`src/sv/lzswd_pkg.sv`:
```
// shared types and constants of the lzss window decompressor
package lzswd_pkg;

  localparam int WINDOW_SIZE     = 4096;
  localparam int WIN_AW          = $clog2(WINDOW_SIZE);
  localparam int MAX_MATCH       = 18;
  localparam int MATCH_THRESHOLD = 2;
  localparam int LEN_W           = $clog2(MAX_MATCH + 1);
  localparam int CNT_W           = WIN_AW + 1;
  localparam int CMDQ_DEPTH      = 2;
  localparam int CMDQ_AW         = $clog2(CMDQ_DEPTH);
  localparam int OUTQ_DEPTH      = 4;
  localparam int OUTQ_AW         = $clog2(OUTQ_DEPTH);

  localparam logic [WIN_AW-1:0] WP_START   = WIN_AW'(WINDOW_SIZE - MAX_MATCH);
  localparam logic [7:0]        FILL_RESET = 8'h20;
  localparam logic [3:0]        FLAGS_FULL = 4'd8;

  typedef struct packed {
    logic [7:0] data_byte;
    logic       last_byte;
  } in_item_t;

  typedef struct packed {
    logic [7:0] out_byte;
    logic       last_of_run;
  } out_item_t;

  typedef enum logic [1:0] {
    CMD_LIT,
    CMD_COPY,
    CMD_END
  } cmd_kind_e;

  typedef enum logic {
    PH_START,
    PH_HELD_LOW
  } phase_e;

  typedef struct packed {
    cmd_kind_e         kind;
    logic [7:0]        lit;
    logic [WIN_AW-1:0] pos;
    logic [LEN_W-1:0]  len;
    logic              stream_end;
    logic [7:0]        fill;
  } cmd_t;

endpackage

```
`src/sv/lzswd_cmd_queue.sv`:
```
// small command queue between the front end and the back end
module lzswd_cmd_queue (
  input  logic            clk_i,
  input  logic            rst_ni,
  input  logic            push_i,
  input  lzswd_pkg::cmd_t cmd_i,
  output logic            full_o,
  input  logic            pop_i,
  output lzswd_pkg::cmd_t cmd_o,
  output logic            empty_o
);
  import lzswd_pkg::*;

  cmd_t               entries_q [CMDQ_DEPTH];
  logic [CMDQ_AW-1:0] wr_ptr_q, rd_ptr_q;
  logic [CMDQ_AW:0]   cnt_q;
  logic               do_push, do_pop;

  assign full_o  = (cnt_q == (CMDQ_AW+1)'(CMDQ_DEPTH));
  assign empty_o = (cnt_q == '0);
  assign do_push = push_i && !full_o;
  assign do_pop  = pop_i && !empty_o;
  assign cmd_o   = entries_q[rd_ptr_q];

  always_ff @(posedge clk_i) begin
    if (do_push) begin
      entries_q[wr_ptr_q] <= cmd_i;
    end
  end

  always_ff @(posedge clk_i or negedge rst_ni) begin
    if (!rst_ni) begin
      wr_ptr_q <= '0;
      rd_ptr_q <= '0;
      cnt_q    <= '0;
    end else begin
      if (do_push) begin
        wr_ptr_q <= wr_ptr_q + CMDQ_AW'(1);
      end
      if (do_pop) begin
        rd_ptr_q <= rd_ptr_q + CMDQ_AW'(1);
      end
      cnt_q <= cnt_q + (CMDQ_AW+1)'(do_push) - (CMDQ_AW+1)'(do_pop);
    end
  end

endmodule

```
`config.mk`:
```
export PLATFORM = sky130hd
export DESIGN_NAME = lzswd_cmd_queue
export DESIGN_NICKNAME = d
export VERILOG_FILES = /design/src/sv/lzswd_pkg.sv /design/src/sv/lzswd_cmd_queue.sv
export SDC_FILE = /design/constraint.sdc
export NUM_CORES = 1
export LEC_CHECK = 0
export BUFFER_PORTS_ARGS = -buffer_cell sky130_fd_sc_hd__buf_2
export CAP_MARGIN = 20
export CORE_AREA = 3 3 105 107
export CTS_BUF_LIST = sky130_fd_sc_hd__clkbuf_4 sky130_fd_sc_hd__clkbuf_8 sky130_fd_sc_hd__clkbuf_16
export DETAILED_ROUTE_END_ITERATION = 10
export DIE_AREA = 0 0 108 110
export MAX_ROUTING_LAYER = met4
export SYNTH_ARGS = -nofsm -noshare
export SYNTH_HDL_FRONTEND = slang
export SYNTH_SLANG_ARGS = --single-unit
```
`constraint.sdc`:
```
create_clock -name clk_i -period 5.85 [get_ports clk_i]
set_input_delay 1.17 -clock clk_i [delete_from_list [all_inputs] [get_ports clk_i]]
set_output_delay 1.17 -clock clk_i [all_outputs]
set_load 0.01 [all_outputs]
```
* After elaboration in Yosys (flattened, before gate mapping) *
Memory sizes are Yosys's and may differ from the RTL's.
Index checks and enable logic that the tools add are counted.

word-level totals
  memory bits (writable) = 72
  word-level logic and storage cells = 16
  memories = 1
  output and inout bits = 38
  register bits = 4

memories
  name       words  width  rd ports  clocked after memory_dff  wr ports  RTL line               source
  entries_q  2      36     1         0                         1         lzswd_cmd_queue.sv:14  cmd_t entries_q [CMDQ_DEPTH];

operators by class
  reductions and logical operators = 5
  equality and inequality tests = 1
  add/subtract/negate cells = 4
  multiplexer cells = 2

operator list
  cell                                         number
  1-bit adder, second input constant           2
  2-bit by 1-bit adder with 2-bit output       1
  2-bit == test, second input constant         1
  1-bit logical AND                            2
  1-bit zero test                              2
  2-bit zero test                              1
  1-bit 2-to-1 mux                             2
  2-bit by 1-bit subtractor with 2-bit output  1

* Logic depth before layout (Yosys ltp) *
  depth in word-level cells = 5
  mapped depth = 7

* Worst setup path before layout *
No wires, ideal clock.

  path type = in2reg
  from = input port push_i
  to = memory entries_q[0][0] (netlist name) (enable)
  library setup time = 429 ps
  stages = 2
  setup slack = 2637 ps
  path buffers = 0
  data arrival time = 2784 ps
  cell sequence = nand2_1 -> nor2_1

on the way
  cells in the longest elaborated chain, start to end = 3

ends and longest elaborated chain
  item                                    RTL line               source
  from (decl)                             lzswd_cmd_queue.sv:5   input logic push_i,
  1-bit logical AND                       lzswd_cmd_queue.sv:21  assign do_push = push_i && !full_o;
  1-bit 2-to-1 mux                        lzswd_cmd_queue.sv:26  if (do_push) begin
  1-bit 2-to-1 mux (not written as such)  lzswd_cmd_queue.sv:27  entries_q[wr_ptr_q] <= cmd_i;
  to (decl)                               lzswd_cmd_queue.sv:14

Every way passes these cells.

==> summary.md <==
| Metric | Value |
|---|---|
| Mapped Area | `2950 um^2` |
| Fin crit share | `between 50% and 60%` |
| Net Sw Frac | `between 20 and 30%` |
| Crit path max-delay cell type | `dfrtp_2` |
| Die width | `between 100 and 150 um` |
| Fillers | `966` |
| # DRC | `0` |
| Vias/cell | `between 4 and 5` |
| Avg Inst Size Synth | `between 20 and 25 um^2` |
| Reg-to-reg slack, setup | `~4.1 ns` |
| Critical Path Source Type | `register` |
| RSZ-0062 raised after global routing | `false` |
| Clk slew on worst S/H paths | `around 0.070 ns` |
| # rows | `37` |
| Total gr overflow | `0` |
| PortBufs | `77` |
| Routed WL per cell | `approximately 14 um` |
| Routed WL | `roughly 5000 um` |
| Worst r2r src | `cnt_q[1]$_DFF_PN0_` |
| Die Y | `110 um` |
| Post-cts sizing count | `0` |
| Share of layout cells above drive strength 1 | `around three fifths` |
| GRT Util Overall | `9.03%` |
| Largest family of logic cells by synthesized area | `multiplexers` |
| Clock sinks | `between 70 and 80` |
| Final antenna-violating net count | `0` |
| Relative slew slack | `between 30% and 40%` |
| Max_cap viols | `0` |
| Largest net degree at the start of global routing | `37` |
| Placeable Area | `between 10000 and 15000 um^2` |
| Pins Over Slew Limit | `0` |
| Outcome | `finished clean` |
| Sequential fraction of the synthesis area | `about three quarters` |
| Max incr delay on CP | `approximately 0.64 ns` |
| Crit path required time | `around 4.7 ns` |
| Net switching power | `0.000506 W` |
| Final setup violating endpoints | `0` |
| Post-DP HPWL | `approximately 3200 um` |
| Hold Path Class | `register to register` |
| Warnings, synthesis | `0` |
| Via count | `between 1000 and 1500` |
| Nets | `approximately 260` |
| I/O Pins | `78` |
| Clk network pwr share | `23.0%` |
| RR Endpoint | `entries_q[0][3]$_DFFE_PP_` |
| Pre-antenna DRT Iters | `4` |
| CTS buffer count | `9` |
| Worst Path Max Fanout | `24` |
| Hold Fails Final Rpt | `0` |
| Initial antenna violation count | `0` |
| Skew final | `between 0.009 and 0.01 ns` |
| #FFs+latches synth | `76` |
| Most frequent cells in the layout | `77 x buf_2, 72 x edfxtp_1, 29 x mux2_4` |
| Setup crit end kind | `output pin` |
| Syn Nets | `roughly 170` |
| First DRT Iteration DRCs | `33` |
| CTS tree | `built` |
| Minimum clock period | `3.15 ns` |
| Combinational group share of total power | `~32%` |
| PD cells | `slightly below 500 nW/um^2` |
| Synth Area in Compound Gates | `0%` |
| Initial Util | `28.8%` |
| Crit path from | `rd_ptr_q$_DFFE_PN0P_` |
| Reg2Reg Depth | `4` |
| Peak supply drop | `301 uV` |
| Int Power | `around 0.0013 W` |
| Routability Congestion | `0.659` |
| Critical path class | `register to output pin` |
| Leakage | `approximately 1.5 nW` |
| Crit-path cells | `buf_4, mux2_2, buf_2` |
| CTS Buffer Depth | `2` |
| Vias in the first global route | `between 1500 and 2000` |
| CP endpoint | `cmd_o[23]` |
| Setup ws final | `2.70 ns` |
| Synth Area in Adders | `less than 1%` |
| Post-synthesis cell count | `between 100 and 150` |
| Clock Latency Late Sink | `0.33 ns` |
| WP data arrival | `approximately 2.0 ns` |
| Sequential share of power | `a little under half` |
| Max Clk Rate | `317 MHz` |
| Simple-gate share of the synthesized area | `1.10%` |
| Slew at the pin closest to its max-slew limit | `roughly 0.90 ns` |
| DP Worst Slack | `between 3 and 4 ns` |
| Library cells used by synthesis | `15` |
| XOR/XNOR Fraction of Synth Area | `under 10%` |
| Post-synthesis mux area share | `~17%` |
| Post-CTS Setup Inserts | `0` |
| CTS Root Cell | `clkbuf_8` |
| Most common cell after layout, fill and taps aside | `buf_2` |
| Global-route wire length before repair | `7690 um` |
| Tot Pwr | `0.00179 W` |
| Cts-stage hold buffer count | `0` |
| Layout area overhead | `24.8%` |
| Htree depth | `3` |
| Setup Total Neg Slack | `0 ns` |
| Ant diodes | `0` |
| DIE AREA | `11900 um^2` |
## registers in the layout, indices dropped and copies added, names as in the netlist
name       count
entries_q     72
cnt_q          2
rd_ptr_q       1
wr_ptr_q       1
## synth_stat cells (all sizes together)
| cell type | instances | area, um^2 |
|---|---|---|
| dfrtp | 4 | 100 |
| xor2 | 1 | 8.76 |
| ha | 2 | 25.0 |
| nor2b | 1 | 8.76 |
| xnor2 | 3 | 26.3 |
| inv | 2 | 7.51 |
| edfxtp | 72 | 2160 |
| nand2 | 1 | 3.75 |
| and3 | 1 | 6.26 |
| nand2b | 1 | 6.26 |
| nor2 | 2 | 7.51 |
| mux2 | 36 | 514 |
| buf | 4 | 71.3 |
## metrics by stage
| stage | utilization, % | hold slack (ns) | std cells | cell area [um^2] |
|---|---|---|---|---|
| finish | 36.0 | 0.513 | 355 | 3680 |
| global route | 36.0 | 0.551 | 355 | 3680 |
| CTS | 35.7 | 0.517 | 354 | 3650 |
| detailed placement | 33.7 | 0.501 | 340 | 3450 |
| global placement | 33.7 | 0.496 | 340 | 3450 |
| floorplan | - | 0.461 | 130 | 2950 |
## critical path, delay by kind of cell, from the launching register on
| family | cells | cell delay, ns |
|---|---|---|
| flip-flops | 1 | 0.64 |
| multiplexers | 1 | 0.39 |
| buffers and inverters | 2 | 0.62 |
## metal layers
layer / track usage [%] / vias up / part of all wire [%]
li1: - / 673 / -
met1: 9.44 / 709 / 39
met5: - / - / 0
met2: 15.1 / 48 / 53
met3: 2.91 / 8 / 6.7
met4: 5.14 / 0 / 1.4
## cell families (layout without fill, tap and decap cells)
logic type                 Yosys count  in the layout
xor gates and xnor gates             4              4
adders and majority gates            2              2
buffers and inverters                6             95
DFF                                 76             76
muxes                               36             36
and+or+nand+nor                      6              6
## final cells by class
| type | instances | area, um^2 | share of cell area [%] |
|---|---|---|---|
| multi-input combinational | 48 | 616 | 16.7 |
| clock buffer | 9 | 124 | 3.37 |
| timing repair buffer | 79 | 420 | 11.4 |
| tap | 136 | 170 | 4.63 |
| clock inverter | 5 | 77.6 | 2.11 |
| inverter | 2 | 7.51 | 0.204 |
| sequential | 76 | 2260 | 61.5 |
## power by group through the flow
stage               Clock, W  Combinational, W  Sequential [W]
floorplan                  0          0.000456        0.000787
finish              0.000411          0.000572        0.000807
detailed placement         0          0.000574        0.000825
CTS                 0.000432          0.000575        0.000814
global placement           0          0.000567        0.000820
global route        0.000454          0.000626        0.000822
## worst min path at each step
| stage | startpoint | end | slack, ns | cells after the start |
|---|---|---|---|---|
| after floorplan | wr_ptr_q$_DFFE_PN0P_ | wr_ptr_q$_DFFE_PN0P_ | 0.46 | 1 |
| after global placement | cnt_q[1]$_DFF_PN0_ | cnt_q[1]$_DFF_PN0_ | 0.50 | 1 |
| after detailed placement | cnt_q[1]$_DFF_PN0_ | cnt_q[1]$_DFF_PN0_ | 0.50 | 1 |
| after CTS | cnt_q[1]$_DFF_PN0_ | cnt_q[1]$_DFF_PN0_ | 0.52 | 1 |
| after global routing | cnt_q[1]$_DFF_PN0_ | cnt_q[1]$_DFF_PN0_ | 0.55 | 1 |
| final | cnt_q[1]$_DFF_PN0_ | cnt_q[1]$_DFF_PN0_ | 0.51 | 1 |
Note: power is estimated with default switching activity, not from simulation.
