[src/sv/lzswd_pkg.sv]
// shared types and constants of the lzss window decompressor
package lzswd_pkg;

  localparam int WINDOW_SIZE     = 4096;
  localparam int WIN_AW          = $clog2(WINDOW_SIZE);
  localparam int MAX_MATCH       = 18;
  localparam int MATCH_THRESHOLD = 2;
  localparam int LEN_W           = $clog2(MAX_MATCH + 1);
  localparam int CNT_W           = WIN_AW + 1;
  localparam int CMDQ_DEPTH      = 2;
  localparam int CMDQ_AW         = $clog2(CMDQ_DEPTH);
  localparam int OUTQ_DEPTH      = 4;
  localparam int OUTQ_AW         = $clog2(OUTQ_DEPTH);

  localparam logic [WIN_AW-1:0] WP_START   = WIN_AW'(WINDOW_SIZE - MAX_MATCH);
  localparam logic [7:0]        FILL_RESET = 8'h20;
  localparam logic [3:0]        FLAGS_FULL = 4'd8;

  typedef struct packed {
    logic [7:0] data_byte;
    logic       last_byte;
  } in_item_t;

  typedef struct packed {
    logic [7:0] out_byte;
    logic       last_of_run;
  } out_item_t;

  typedef enum logic [1:0] {
    CMD_LIT,
    CMD_COPY,
    CMD_END
  } cmd_kind_e;

  typedef enum logic {
    PH_START,
    PH_HELD_LOW
  } phase_e;

  typedef struct packed {
    cmd_kind_e         kind;
    logic [7:0]        lit;
    logic [WIN_AW-1:0] pos;
    logic [LEN_W-1:0]  len;
    logic              stream_end;
    logic [7:0]        fill;
  } cmd_t;

endpackage

[src/sv/lzswd_front.sv]
// front end: parses flag bytes and tokens into literal, copy and end commands
module lzswd_front (
  input  logic                clk_i,
  input  logic                rst_ni,
  input  logic                cfg_valid_i,
  input  logic [7:0]          cfg_data_i,
  input  logic                push_i,
  input  lzswd_pkg::in_item_t in_i,
  output logic                full_o,
  output logic                cmd_push_o,
  output lzswd_pkg::cmd_t     cmd_o,
  input  logic                cmd_full_i
);
  import lzswd_pkg::*;

  phase_e      phase_q, phase_d;
  logic [7:0]  flag_bits_q, flag_bits_d;
  logic [3:0]  flags_left_q, flags_left_d;
  logic [7:0]  held_q, held_d;
  logic        fresh_q, fresh_d;
  logic [7:0]  stream_fill_q, stream_fill_d;
  logic [7:0]  fill_cfg_q;
  logic        accept;
  logic        has_cmd;
  logic [5:0]  len_raw;

  assign accept = push_i && !cmd_full_i;
  assign full_o = cmd_full_i;
  assign len_raw = {2'b00, in_i.data_byte[3:0]} + 6'(MATCH_THRESHOLD + 1);

  always_ff @(posedge clk_i or negedge rst_ni) begin
    if (!rst_ni) begin
      fill_cfg_q <= FILL_RESET;
    end else if (cfg_valid_i) begin
      fill_cfg_q <= cfg_data_i;
    end
  end

  always_ff @(posedge clk_i or negedge rst_ni) begin
    if (!rst_ni) begin
      phase_q       <= PH_START;
      flag_bits_q   <= '0;
      flags_left_q  <= '0;
      held_q        <= '0;
      fresh_q       <= 1'b1;
      stream_fill_q <= FILL_RESET;
    end else begin
      phase_q       <= phase_d;
      flag_bits_q   <= flag_bits_d;
      flags_left_q  <= flags_left_d;
      held_q        <= held_d;
      fresh_q       <= fresh_d;
      stream_fill_q <= stream_fill_d;
    end
  end

  always_comb begin
    phase_d          = phase_q;
    flag_bits_d      = flag_bits_q;
    flags_left_d     = flags_left_q;
    held_d           = held_q;
    fresh_d          = fresh_q;
    stream_fill_d    = stream_fill_q;
    has_cmd          = 1'b0;
    cmd_o.kind       = CMD_LIT;
    cmd_o.lit        = in_i.data_byte;
    cmd_o.pos        = {in_i.data_byte[7:4], held_q};
    cmd_o.len        = (len_raw > 6'(MAX_MATCH)) ? LEN_W'(MAX_MATCH) : len_raw[LEN_W-1:0];
    cmd_o.stream_end = in_i.last_byte;
    // the window of a new stream takes the fill value current at its first byte
    cmd_o.fill       = fresh_q ? fill_cfg_q : stream_fill_q;

    if (accept) begin
      if (fresh_q) begin
        fresh_d       = 1'b0;
        stream_fill_d = fill_cfg_q;
      end
      case (phase_q)
        PH_HELD_LOW: begin
          has_cmd      = 1'b1;
          cmd_o.kind   = CMD_COPY;
          flag_bits_d  = flag_bits_q >> 1;
          flags_left_d = flags_left_q - 4'd1;
          phase_d      = PH_START;
        end
        PH_START: begin
          if (flags_left_q == '0) begin
            flag_bits_d  = in_i.data_byte;
            flags_left_d = FLAGS_FULL;
          end else if (flag_bits_q[0]) begin
            has_cmd      = 1'b1;
            cmd_o.kind   = CMD_LIT;
            flag_bits_d  = flag_bits_q >> 1;
            flags_left_d = flags_left_q - 4'd1;
          end else begin
            held_d  = in_i.data_byte;
            phase_d = PH_HELD_LOW;
          end
        end
        default: begin
          phase_d = PH_START;
        end
      endcase
      if (in_i.last_byte) begin
        phase_d      = PH_START;
        flag_bits_d  = '0;
        flags_left_d = '0;
        held_d       = '0;
        fresh_d      = 1'b1;
        // a cut-off token still has to tell the back end the stream is over
        if (!has_cmd) begin
          has_cmd    = 1'b1;
          cmd_o.kind = CMD_END;
        end
      end
    end
  end

  assign cmd_push_o = accept && has_cmd;

endmodule

[config.mk]
export PLATFORM = sky130hd
export DESIGN_NAME = lzswd_front
export DESIGN_NICKNAME = d
export VERILOG_FILES = /design/src/sv/lzswd_pkg.sv /design/src/sv/lzswd_front.sv
export SDC_FILE = /design/constraint.sdc
export NUM_CORES = 1
export LEC_CHECK = 0
export BUFFER_PORTS_ARGS = -buffer_cell sky130_fd_sc_hd__buf_2
export CAP_MARGIN = 0
export CORE_MARGIN = 2
export CORE_UTILIZATION = 45
export CTS_CLUSTER_DIAMETER = 100
export DETAILED_ROUTE_END_ITERATION = 12
export GPL_TIMING_DRIVEN = 0
export HOLD_SLACK_MARGIN = 0.05
export MAX_ROUTING_LAYER = met4
export PLACE_DENSITY_LB_ADDON = 0.05
export SLEW_MARGIN = 30
export SYNTH_ARGS = -nofsm -noshare
export SYNTH_HDL_FRONTEND = slang
export SYNTH_SLANG_ARGS = --single-unit
[constraint.sdc]
create_clock -name clk_i -period 2.75 [get_ports clk_i]
set_clock_uncertainty 0.2 [all_clocks]
set_input_delay 0.55 -clock clk_i [delete_from_list [all_inputs] [get_ports clk_i]]
set_output_delay 0.55 -clock clk_i [all_outputs]
set_load 0.02 [all_outputs]
# --- Yosys cells after proc, flatten, opt, wreduce, memory -nomap -nowiden ---
# Index checks and enable logic that the tools add are counted.
word_totals:
  output_inout_bits: 38
  input_bits: 22
  ff_bits: 38
op_classes:
  muxes: 29
  n_lt_le_gt_ge: 1
  n_reduce_logical: 6
  bitwise: 1
  eq_ne: 4
  addsub: 2
op_table:
  columns: ["op", "n"]
  rows:
  - ["$mux 8", 8]
  - ["$pmux 8 s2", 1]
  - ["$mux 4", 3]
  - ["$mux 1", 9]
  - ["$pmux 4 s2", 1]
  - ["$mux 2", 3]
  - ["$ne 2x2->1 const B", 3]
  - ["$add 4x2->5 const B", 1]
  - ["$gt 5x5->1 const B", 1]
  - ["$mux 5", 1]
  - ["$logic_not 4->1", 1]
  - ["$ne 4x4->1 const B", 1]
  - ["$pmux 1 s2", 2]
  - ["$pmux 2 s2", 1]
  - ["$reduce_and 4->1", 1]
  - ["$sub 4x1->4 const B", 1]
  - ["$logic_and 1x1->1", 2]
  - ["$reduce_and 2->1", 1]
  - ["$logic_not 1->1", 1]
  - ["$not 1->1", 1]

# --- Logic depth before layout (Yosys ltp) ---
logic_depth:
  depth_word: 7
  mapped_depth: 6
  ltp_nobuf: 5

# --- Worst setup path after synthesis ---
# OpenSTA, ideal clock, no wires.
synth_timing:
  kind: "register to output"
  from: "register flags_left_q[0]"
  to: "output cmd_o[35] (netlist name)"
  setup_slack_ps: 376
  arrival_time_ps: 1624
  path_stages_with_launch: 6
  path_cell_list: "dfrtp_1 inv_1 ha_1 or4b_4 buf_6 a21oi_1"
synth_rtl:
  columns: ["item", "line", "source"]
  rows:
  - ["start: declaration", "lzswd_front.sv:18", "logic [3:0] flags_left_q, flags_left_d;"]
  - ["start signal: assignment", "lzswd_front.sv:50", "flags_left_q <= flags_left_d;"]
  - ["end: declaration", "lzswd_front.sv:11", "output lzswd_pkg::cmd_t cmd_o,"]

# --- Worst setup path after layout ---
layout_timing:
  from: "register flags_left_q[1]"
  to: "output cmd_push_o"
layout_via:
  elab_chain_cells: 7
layout_lines:
  columns: ["item", "line", "source"]
  rows:
  - ["$logic_not 4->1", "lzswd_front.sv:87", "if (flags_left_q == '0) begin"]
  - ["$mux 1", "lzswd_front.sv:87", null]
  - ["$pmux 1 s2", "lzswd_front.sv:78", "case (phase_q)"]
  - ["$mux 1", "lzswd_front.sv:73", "if (accept) begin"]
  - ["$mux 1", "lzswd_front.sv:104", "if (in_i.last_byte) begin"]
  - ["$mux 1", "lzswd_front.sv:73", null]
  - ["$logic_and 1x1->1", "lzswd_front.sv:119", "assign cmd_push_o = accept && has_cmd;"]
  - ["end: declaration", "lzswd_front.sv:10", "output logic cmd_push_o,"]
# No other way between the ends. The select of a mux whose other input is x is not followed.

==> flow_summary.toml <==
[outcome]
outcome = "finished clean"

[critical_path]
r2r_start = "flags_left_q[1]"
crit_chain = "inv_1, ha_2, or4b_4, a21oi_1, nor2_1, buf_4"
cp_num_buf_inv = 2
end_kind = "output pin"
r2r_slack_ns = 0.63
crit_arrival_ns = 1.88
startpoint_type = "flop"
cp_max_fo = 5
max_stage_delay_ns = 0.51
rr_endpoint = "flag_bits_q[1]"
required_ns = 2.00
r2r_cells = 6
path_class = "reg -> out"
crit_family = "simple AND/OR/NAND/NOR gates"
critical-path-slowest-cell = "or4b_4"

[floorplan]
die_width_um = 73.2
fp.dieArea_um2 = 5360
core.rowCount = 25
coreArea_um2 = 4660
initial_core_util_pct = 46.3
io_pins = 60
die_h_um = 73.2

[synthesis]
syn_area_um2 = 2160
synth.avg_cell_area_um2 = 10.1
synth_ff_type = "dfrtp_1"
synthSimpleGateAreaFrac_pct = 16.9
yosysWarnings = 0
synth.net_count = 240
ys_seq_elements = 38
synthMuxAreaShare_pct = 12.3
synthCells = 214
yosysSeqAreaShare_pct = 44.3
synthAdderAreaFrac_pct = 2.32
synth_top_family_by_area = "simple AND/OR/NAND/NOR gates"
synth_edf_count = 0
ys_types = 41
synth-xor-area-share_pct = 0.406
synthArstFlopShare_pct = 100
synth_compound_area_share_pct = 15.0

[job]
drv_cap = 0

[drt]
wl_um = 5070
ant_nets = 0
drt-initial-drc-count = 83
firstDrtPassIters = 4
drcViolationCount = 0
vias = 1847
wl_per_cell_um = 15.1
routed_via_density = 5.51

[sta]
final_hold_viol_count = 0
slew_violations = 0
tightestPinTransition_ns = 0.727
max_freq_ghz = 0.380
slew_headroom_pct = 51.4
finalCritPeriodShare_pct = 95.6
fin_setup_tns_ns = 0
setup_viol = 0
fin_crit_ns = 2.63
rsz0062_at_grt = "no"

[placed_design]
postPlaceCellArea_um2 = 2510
dp_cells = 326
post-dp-hpwl_um = 3680
place.port_buffers = 58
globalplace.congestion = 0.819

[global_routing]
grt_pass1_wl_um = 8730
antenna_found_initial = 0
overflow = 0
grt_max_degree = 39
first_global_vias = 1815
grtUsageTotal_pct = 21.8

[final_layout]
fin_cells = 335
diodes = 0
nets = 306
layout_commonest_cell = "buf_2"
drive_above_1_share_pct = 39.9
final_area_um2 = 2620
layout_common_cells = "57 x buf_2, 38 x nand2_1, 35 x dfrtp_1"
area_growth_pct = 21.5

[pwr]
power_w = 0.00222
power_density_nw_per_um2 = 848
leakage_nw = 1.29
vdd.ir_drop.worst_mv = 0.449

[clock_network]
cts-root-buf = "clkbuf_8"
holdBufCountCts = 0
cts_sinks = 38
htree_num_levels = 2
numCtsBuffers = 5
cts_tree = "built"
clockBufferDepth = 2
path_clk_slew_ns = 0.07
clock_latency_ns = 0.29

[hold_path]
hold_path_class = "in -> async"
kinds of logic (layout without fill, tap and decap cells):
logic type,after synthesis,after routing
AND/OR/NAND/NOR,71,71
XOR/XNOR,1,1
flip-flops,38,38
multiplexers,24,24
buffers and inverters,33,100
adder cells (fa/ha/maj),4,4
AO/OA/AOI/OAI,43,43
what timing repair did:
item / 4_1_cts / 5_1_grt
gates resized for setup: 2 / 4
setup endpoints to repair: 1 / 3
buffers inserted: 1 / 1
endpoints found under the hold margin: 0 / 0
per-stage QoR:
stage | hold slack, ns | utilization [%] | setup slack [ns]
after floorplan | 0.0544 | - | 0.376
after global placement | 0.250 | 53.9 | 0.0657
after detailed placement | 0.251 | 53.9 | 0.0611
after CTS | 0.196 | 55.9 | 0.0202
after global routing | 0.0540 | 56.2 | 0.0206
final | 0.0160 | 56.2 | 0.122
per-layer routing:
metal / vias to the layer above / track usage (%) / share of wire, % / wire length, um
li1: 883 / - / - / -
met1: 899 / 27.2 / 46 / 2340
met2: 56 / 34.3 / 47 / 2400
met3: 9 / 4.70 / 4.8 / 245
met4: 0 / 8.85 / 1.7 / 84
met5: - / - / 0 / 0
worst max-delay path by stage:
stage	from	to	cells after the start
floorplan	flags_left_q[0]	cmd_o[35]	5
CTS	flags_left_q[1]	cmd_push_o	6
global route	flags_left_q[1]	cmd_push_o	6
global placement	cmd_full_i	cmd_o[34]	6
detailed placement	cmd_full_i	cmd_o[34]	6
finish	flags_left_q[1]	cmd_push_o	6
power by group:
part           internal, W  switching [W]
logic             0.000403       0.000587
registers         0.000713       0.000119
clock network     0.000202       0.000196
sequential cells by signal, summed over array words and instances, names as in the netlist:
register	cells
fill_cfg_q	8
flag_bits_q	8
flags_left_q	4
fresh_q	1
held_q	8
phase_q	1
stream_fill_q	8
worst reg2reg max path, stage by stage (launching register included):
cell and delay [ns]:
dfrtp_1 0.40, inv_1 0.10, ha_2 0.20, or4b_4 0.51, buf_4 0.21, mux2_4 0.30
o2bb2ai_1 0.13
synth_stat cells, types with 2 or more instances:
library cell / count / area [um2]
a21oi_1: 4 / 20.0
buf_4: 15 / 113
clkbuf_1: 10 / 37.5
dfrtp_1: 35 / 876
dfstp_2: 3 / 78.8
ha_1: 4 / 50.1
inv_1: 6 / 22.5
mux2_2: 16 / 180
mux2i_1: 7 / 70.1
nand2_1: 38 / 143
nand2b_1: 9 / 56.3
nand4_1: 8 / 50.1
nor2_1: 2 / 7.51
nor3b_1: 3 / 22.5
nor4b_1: 2 / 17.5
o211ai_1: 4 / 30.0
o21a_1: 5 / 37.5
o21ai_0: 6 / 30.0
o221ai_1: 9 / 78.8
o2bb2ai_1: 7 / 61.3
cell type report:
class / count / area, um2
buffer: 26 / 158
clock buffer: 7 / 86.3
clock inverter: 1 / 5.00
fill: 434 / 2040
inverter: 6 / 22.5
multi-input combinational: 143 / 1010
sequential: 38 / 955
tap: 54 / 67.6
timing repair buffer: 60 / 310
Note: power is estimated with default switching activity, not from simulation.
